File: src/rtl/core/ldrt_pkg.sv
// Package with the sizes, limits and helper functions of the distinct-run tracker.
package ldrt_pkg;

   localparam int POS_BITS      = 16;
   localparam int ALPHABET_SIZE = 256;
   localparam int SYM_W         = $clog2(ALPHABET_SIZE);
   localparam int CH_W          = 8;
   localparam int LEN_W         = 16;
   localparam int LEN_CALC_W    = (POS_BITS + 1 > LEN_W + 1) ? POS_BITS + 1 : LEN_W + 1;

   localparam logic [POS_BITS-1:0] POS_MAX = {POS_BITS{1'b1}};
   localparam logic [LEN_W-1:0]    LEN_MAX = {LEN_W{1'b1}};

   // A rounded-up reciprocal with 16 fraction bits gives the exact quotient of any byte.
   localparam int                  RECIP_SHIFT = 16;
   localparam logic [RECIP_SHIFT:0] SYM_RECIP  =
      (RECIP_SHIFT+1)'(((1 << RECIP_SHIFT) + ALPHABET_SIZE - 1) / ALPHABET_SIZE);

   // Folds a byte into the alphabet by multiplying with the reciprocal of its size.
   function automatic logic [SYM_W-1:0] sym_of(input logic [CH_W-1:0] ch);
      logic [CH_W+RECIP_SHIFT:0] prod;
      logic [CH_W-1:0]           quot;
      logic [CH_W+8:0]           rem;
      prod = (CH_W+RECIP_SHIFT+1)'(ch) * (CH_W+RECIP_SHIFT+1)'(SYM_RECIP);
      quot = prod[CH_W+RECIP_SHIFT-1:RECIP_SHIFT];
      rem  = (CH_W+9)'(ch) - (CH_W+9)'(quot) * (CH_W+9)'(ALPHABET_SIZE);
      return rem[SYM_W-1:0];
   endfunction

endpackage

File: src/rtl/core/longest_distinct_run_tracker.sv
// Top level of the longest distinct-byte run tracker.
//
//   channel   direction   handshake            payload
//   req_      in          req_valid/req_stall  ch, first
//   rsp_      out         rsp_valid/rsp_stall  window_len, longest_len, overflow
//
// An item's result is offered from the result register: the last-position
// memory is read at the accepting edge into the update stage, and the update
// and the write back into it happen when that stage advances into the result register.
// Items are accepted every cycle while the input side is not stalled; the memory read is bypassed from the write
// of the item ahead when both use the same byte value.
// Reset is synchronous and clears the seen bits and all counters at once.
// A stalled result holds the update stage, which then stalls the input side.
module longest_distinct_run_tracker (
   input  logic                        clock,
   input  logic                        reset,
   input  logic                        req_valid,
   output logic                        req_stall,
   input  logic [ldrt_pkg::CH_W-1:0]   req_ch,
   input  logic                        req_first,
   output logic                        rsp_valid,
   input  logic                        rsp_stall,
   output logic [ldrt_pkg::LEN_W-1:0]  rsp_window_len,
   output logic [ldrt_pkg::LEN_W-1:0]  rsp_longest_len,
   output logic                        rsp_overflow
);

   localparam int PB = ldrt_pkg::POS_BITS;
   localparam int SW = ldrt_pkg::SYM_W;
   localparam int LW = ldrt_pkg::LEN_W;
   localparam int CW = ldrt_pkg::LEN_CALC_W;

   logic [PB-1:0] last_pos_mem [ldrt_pkg::ALPHABET_SIZE];

   logic                           s2_valid_ff;
   logic [SW-1:0]                  s2_sym_ff;
   logic                           s2_first_ff;
   logic [PB-1:0]                  rd_last_ff;

   logic [ldrt_pkg::ALPHABET_SIZE-1:0] seen_ff, seen_in;
   logic [PB:0]                    pos_ff, pos_in;
   logic [PB-1:0]                  ws_ff, ws_in;
   logic [LW-1:0]                  best_ff, best_in;
   logic                           ovf_ff, ovf_in;

   logic                           rsp_valid_ff;
   logic [LW-1:0]                  rsp_window_len_ff, rsp_longest_len_ff;
   logic                           rsp_overflow_ff;

   logic                           req_accept, s2_adv;
   logic [SW-1:0]                  req_sym;
   logic [PB:0]                    pos_cur;
   logic [PB-1:0]                  ws_cur, idx, next_start;
   logic [LW-1:0]                  best_cur, len16;
   logic                           ovf_cur, sat, seen_cur, hit;
   logic [CW-1:0]                  len;

   assign s2_adv     = s2_valid_ff && (!rsp_valid_ff || !rsp_stall);
   assign req_stall  = s2_valid_ff && !s2_adv;
   assign req_accept = req_valid && !req_stall;
   assign req_sym    = ldrt_pkg::sym_of(req_ch);

   // A first flag clears history before its own byte is handled.
   always_comb begin
      pos_cur  = s2_first_ff ? '0 : pos_ff;
      ws_cur   = s2_first_ff ? '0 : ws_ff;
      best_cur = s2_first_ff ? '0 : best_ff;
      ovf_cur  = s2_first_ff ? 1'b0 : ovf_ff;
      seen_cur = !s2_first_ff && seen_ff[s2_sym_ff];

      sat    = pos_cur[PB];
      idx    = sat ? ldrt_pkg::POS_MAX : pos_cur[PB-1:0];
      pos_in = sat ? pos_cur : pos_cur + (PB+1)'(1);
      ovf_in = ovf_cur || sat;

      hit        = seen_cur && (rd_last_ff >= ws_cur);
      next_start = (rd_last_ff == ldrt_pkg::POS_MAX) ? ldrt_pkg::POS_MAX
                                                     : rd_last_ff + PB'(1);
      ws_in      = hit ? next_start : ws_cur;

      len   = (ws_in <= idx) ? (CW'(idx) - CW'(ws_in) + CW'(1)) : CW'(1);
      len16 = (len > CW'(ldrt_pkg::LEN_MAX)) ? ldrt_pkg::LEN_MAX : len[LW-1:0];
      best_in = (len16 > best_cur) ? len16 : best_cur;

      seen_in = s2_first_ff ? '0 : seen_ff;
      seen_in[s2_sym_ff] = 1'b1;
   end

   always_ff @(posedge clock) begin
      if (reset) begin
         s2_valid_ff  <= 1'b0;
         rsp_valid_ff <= 1'b0;
         seen_ff      <= '0;
         pos_ff       <= '0;
         ws_ff        <= '0;
         best_ff      <= '0;
         ovf_ff       <= 1'b0;
      end else begin
         if (req_accept) begin
            s2_valid_ff <= 1'b1;
         end else if (s2_adv) begin
            s2_valid_ff <= 1'b0;
         end
         if (s2_adv) begin
            rsp_valid_ff <= 1'b1;
            seen_ff      <= seen_in;
            pos_ff       <= pos_in;
            ws_ff        <= ws_in;
            best_ff      <= best_in;
            ovf_ff       <= ovf_in;
         end else if (!rsp_stall) begin
            rsp_valid_ff <= 1'b0;
         end
      end
   end

   always_ff @(posedge clock) begin
      if (req_accept) begin
         s2_sym_ff   <= req_sym;
         s2_first_ff <= req_first;
      end
      if (s2_adv) begin
         rsp_window_len_ff  <= len16;
         rsp_longest_len_ff <= best_in;
         rsp_overflow_ff    <= ovf_in;
      end
   end

   // The write of the item ahead is forwarded when it hits the entry being read.
   always_ff @(posedge clock) begin
      if (s2_adv) begin
         last_pos_mem[s2_sym_ff] <= idx;
      end
      if (req_accept) begin
         if (s2_adv && s2_sym_ff == req_sym) begin
            rd_last_ff <= idx;
         end else begin
            rd_last_ff <= last_pos_mem[req_sym];
         end
      end
   end

   assign rsp_valid       = rsp_valid_ff;
   assign rsp_window_len  = rsp_window_len_ff;
   assign rsp_longest_len = rsp_longest_len_ff;
   assign rsp_overflow    = rsp_overflow_ff;

   a_longest_covers_window: assert property (@(posedge clock) disable iff (reset)
      rsp_valid |-> rsp_longest_len >= rsp_window_len)
      else $error("longest length below window length");

   a_window_nonzero: assert property (@(posedge clock) disable iff (reset)
      rsp_valid |-> rsp_window_len != '0)
      else $error("empty window reported");

   a_start_not_past_index: assert property (@(posedge clock) disable iff (reset)
      s2_adv |-> ws_in <= idx)
      else $error("window start beyond current index");

   a_position_bounded: assert property (@(posedge clock) disable iff (reset)
      pos_ff <= (PB+1)'(ldrt_pkg::POS_MAX) + (PB+1)'(1))
      else $error("position counter ran past its stop");

   a_stall_only_when_full: assert property (@(posedge clock) disable iff (reset)
      req_stall |-> s2_valid_ff && rsp_valid_ff && rsp_stall)
      else $error("input stalled without a held item");

endmodule

File: config.mk
export PLATFORM = sky130hd
export DESIGN_NAME = longest_distinct_run_tracker
export DESIGN_NICKNAME = d
export VERILOG_FILES = /design/src/rtl/core/ldrt_pkg.sv /design/src/rtl/core/longest_distinct_run_tracker.sv
export SDC_FILE = /design/constraint.sdc
export NUM_CORES = 2
export LEC_CHECK = 0
export ABC_CLOCK_PERIOD_IN_PS = 11950
export BUFFER_PORTS_ARGS = -buffer_cell sky130_fd_sc_hd__buf_2
export CAP_MARGIN = 10
export CORE_MARGIN = 10
export CORE_UTILIZATION = 35
export CTS_CLUSTER_DIAMETER = 50
export DETAILED_ROUTE_END_ITERATION = 7
export PLACE_DENSITY_LB_ADDON = 0.15
export RECOVER_POWER = 50
export SKIP_LAST_GASP = 1
export SYNTH_ARGS = -nofsm -noshare
export SYNTH_HDL_FRONTEND = slang
export SYNTH_SLANG_ARGS = --single-unit
File: constraint.sdc
create_clock -name clock -period 11.95 [get_ports clock]
set_input_delay 3.585 -clock clock [delete_from_list [all_inputs] [get_ports clock]]
set_output_delay 3.585 -clock clock [all_outputs]
set_load 0.02 [all_outputs]
==> summary.md <==
TritonCTS built the clock tree. In this run, flip-flops and latches consume 49.8% of the power. The number of nets handed over by synthesis was 8134.

The floorplan has 258 rows. Setup violations remaining at the end of the flow were counted as 0. The tools report the total count of hold-check failures in the final report as 0. By startpoint and endpoint, the worst setup path is classified as reg -> reg. For the number of global-route vias before repair, the log shows 87232. The tools report the startpoint class of the critical path as a flop.

The clock insertion delay at the later pin of the skew report is 1.07 ns, and the power density of the placed cells is 169.4 mW/mm². The number of buffers inserted by port buffering is 47, and the post-synthesis average cell area is 21.56 µm². The run gives 181 as the pin count of the biggest net entering global routing. In this run the clock root is driven by a clkbuf_16. The critical register-to-register path startpoint is s2_sym_ff[3]$_DFFE_PP_. The final clock period utilization by the worst path was 91.62%; the share of async-settable or async-resettable flops after synthesis was 0%. The kind of cell with the highest combined delay along the critical path is compound AO/OA/AOI/OAI gates. Global routing finished with a remaining overflow of 0. Setup repair after global routing left no endpoint under its margin. The proportion of layout cells with a drive suffix above 1 came out at 30.17%. The register clock-pin slew on the reported worst setup and hold paths was 0.05 ns; the count of synthesis-stage warnings from yosys was 0. Switching component of the power: 7.239 mW.

For this run, the total global-route usage over all layers was measured as 18.82%. Detailed placement finished with a half-perimeter wire length of 290.2 mm. From synthesis to final layout, the design area changed by 15.68%.

For the post-CTS setup repair buffer count, the log shows 0. The standard cell with the maximum stage delay on the critical path is edfxtp_1. 48 I/O pins were placed. The initial antenna violation count is 45. Total standard cell area after synthesis: 0.1735 mm².

The detail route stage leaves a number of antenna-violating nets equal to 0. Across the routed clock network, the largest skew measured is 0.07069 ns. Data on the critical path is required at its endpoint by 12.83 ns. The depth of the most critical reg-to-reg path works out to 36. In this run, distinct cell masters in the synthesized netlist total 70. The number of clock buffers added by TritonCTS is 534. The headroom to the max-slew limit is -515.1%. For the total via count in the routed design, the log shows 84579. The routability-driven placement congestion ratio is 0.8233. The logs give 0.4939 mm² for the area of the core and 4462 for the total clock sinks. The run finished, with violations left. Across all register-to-register paths, the minimum setup slack is 1.00 ns. Hold is met by 0.4507 ns.

Data on the critical path arrives at its endpoint at 11.83 ns. The post-synthesis cell count was 8049; the final-layout setup total negative slack was 0 ns. The initial DRC count is 9390.

In the layout the commonest cells are edfxtp_1, mux4_2, clkbuf_16, nor2_1, a21oi_1. No sink is reached through more buffers than the 4 on the longest clock path. In this run the critical register-to-register path is captured at best_ff[0]$_SDFFE_PP0P_. The tools report the internal power as 26.77 mW.

For this design, the CTS-stage hold fixing added 0 buffers. The number of buffer and inverter stages on the critical path is 2, and the post-route cell area is 0.2008 mm². The instance area after placement is 0.1837 mm². Flip-flop cell with the highest count after synthesis: edfxtp_1.

The number of gates resized after CTS was 0. The first TritonRoute pass finished after 6 iterations. The total number of nets in the final design is 8460, and the reported max-cap violation count is 60.

Worst-path maximum fanout: 21. The die is 724.2 µm wide. The first global-routing pass estimated 702.1 mm of wire. After detailed routing, the number of vias per cell comes to 5.518. The delay of the slowest cell on the worst path was 1.02 ns. The worst setup path is captured at a flop. The run gives 6 as the number of H-tree levels. The last element of the critical path is best_ff[0]$_SDFFE_PP0P_. Wires add up to 502.5 mm.

The clock network fraction of total power came out at 47.0%. For the finished layout, the period the worst path requires is 10.95 ns. The worst-case IR drop observed on VDD is 0.1496 mV.

The number of flops mapped to enable cells by yosys came out at 4154. The path length in cells of the critical path works out to 36. The average wire per cell in the routed design works out to 32.78 µm. For the combinational share of power, the log shows 3.2%. The slew at the pin closest to its max-slew limit works out to 9.226 ns.

For this run, the register share of the synthesized area comes to 75.43%. The source of the critical timing path is s2_sym_ff[3]$_DFFE_PP_. For this run, design rule violations remaining after detail routing come to 0.

The tools report the final-report max-slew violation count as 4298. The run gives 70.34 nW as the leakage component of the power. Chip height: 724.2 µm. Timing would allow up to 91.33 MHz. Initial core utilization: 35.14%.

The tools report the area of the die as 0.5244 mm². The checks that failed: capacitance limit, slew limit. The type of the tightest min-delay check is reg -> reg. The switching fraction of total power was 21.29%. The library cell used most frequently in the layout, excluding fill and tap cells, is edfxtp_1. Synthesis inferred 4462 register bits.
cells by family (layout without fill, tap and decap cells):
kind of cell	Yosys count	in the layout	share of synthesized area, %
muxes	1473	1473	18.59
DFF	4462	4462	75.43
other	0	29	0
adders and majority gates	72	72	0.5234
and+or+nand+nor	978	978	2.411
AOI/OAI and AO/OA	511	511	1.685
buffers and inverters	515	1264	1.152
xor gates and xnor gates	38	38	0.2069
tightest hold or removal path: cells and delay by family, from the launching register on:
family | cells | cell delay (ns)
AND/OR/NAND/NOR | 1 | 0.05
flip-flops | 1 | 0.30
AO/OA/AOI/OAI | 1 | 0.05
routing by layer:
metal	global-route usage, %	share of wire, %	routed length [µm]
met5	0	0.0088	44
met1	26.14	42	213500
met3	3.364	6.5	32520
met4	4.125	2.2	11210
met2	31.13	49	245200
flip-flops by register name, indices dropped and copies added (netlist names):
signal           flops
rsp_valid            1
s2_valid_ff          1
s2_first_ff          1
rd_last_ff          16
last_pos_mem      4096
pos_ff              17
ovf_ff               1
rsp_overflow         1
seen_ff            256
rsp_longest_len     16
rsp_window_len      16
best_ff             16
s2_sym_ff            8
ws_ff               16
cells in the mapped netlist (3+ instances only):
master / n / share of area, %
dfxtp_1: 308 / 3.6
ha_1: 71 / 0.51
o21ai_0: 54 / 0.16
buf_2: 11 / 0.032
xnor2_1: 14 / 0.071
o21ai_1: 13 / 0.037
nand2b_1: 51 / 0.18
a22oi_1: 32 / 0.14
nand4_1: 15 / 0.054
a211oi_1: 10 / 0.043
a21oi_1: 323 / 0.93
xor2_1: 22 / 0.11
nor4_1: 3 / 0.011
or2_2: 6 / 0.022
nor2_1: 596 / 1.3
a31oi_1: 5 / 0.018
o2111ai_1: 3 / 0.015
o21a_1: 8 / 0.035
mux2i_1: 70 / 0.40
a311oi_1: 3 / 0.015
buf_6: 4 / 0.026
nand3_1: 39 / 0.11
or3_1: 23 / 0.083
buf_4: 6 / 0.026
a21boi_0: 3 / 0.013
nand2_1: 153 / 0.33
a221oi_1: 4 / 0.020
clkbuf_1: 321 / 0.69
mux4_2: 1400 / 18
and2_1: 9 / 0.032
edfxtp_1: 4154 / 72
o22ai_1: 4 / 0.014
a21o_1: 18 / 0.078
and3_1: 13 / 0.047
nor3_1: 34 / 0.098
inv_1: 31 / 0.067
nor2b_1: 27 / 0.097
o21bai_1: 10 / 0.043
buf_1: 141 / 0.30
how the worst min path moves through the flow:
stage	start	to	slack (ns)	cells after the start
6_report	pos_ff[1]$_SDFFE_PP0P_	pos_ff[1]$_SDFFE_PP0P_	0.45	2
5_1_grt	pos_ff[1]$_SDFFE_PP0P_	pos_ff[1]$_SDFFE_PP0P_	0.48	2
4_1_cts	pos_ff[1]$_SDFFE_PP0P_	pos_ff[1]$_SDFFE_PP0P_	0.45	2
3_5_place_dp	pos_ff[1]$_SDFFE_PP0P_	pos_ff[1]$_SDFFE_PP0P_	0.45	2
3_3_place_gp	best_ff[0]$_SDFFE_PP0P_	best_ff[0]$_SDFFE_PP0P_	0.42	2
2_1_floorplan	best_ff[0]$_SDFFE_PP0P_	best_ff[0]$_SDFFE_PP0P_	0.41	2
cell type report:
cell class / instances / area [µm²]
inverter: 32 / 153.9
multi-input combinational: 3072 / 42100
antenna: 29 / 72.57
tap: 6500 / 8133
clock buffer: 676 / 14490
timing repair buffer: 273 / 2081
clock inverter: 283 / 2825
fill: 43326 / 293100
sequential: 4462 / 130900
per-stage QoR:
step                      setup slack [ns]  util, %  std cells  total power [mW]
after detailed placement             1.118    37.20      14339             18.36
after global routing                0.2360    40.63      15300             35.04
after floorplan                      1.780        -       8049             18.00
final                                1.001    40.65      15327             34.00
after global placement               1.190    37.20      14339             18.35
after CTS                            1.086    40.71      15298             34.33
power by group through the flow:
| stage | combinational [mW] | sequential, mW | clock, mW |
|---|---|---|---|
| finish | 1.09 | 16.9 | 16.0 |
| CTS | 1.11 | 16.9 | 16.3 |
| global route | 1.18 | 16.9 | 16.9 |
| global placement | 1.11 | 17.2 | 0 |
| floorplan | 0.729 | 17.3 | 0 |
| detailed placement | 1.11 | 17.2 | 0 |
Note: power is estimated with default switching activity, not from simulation.
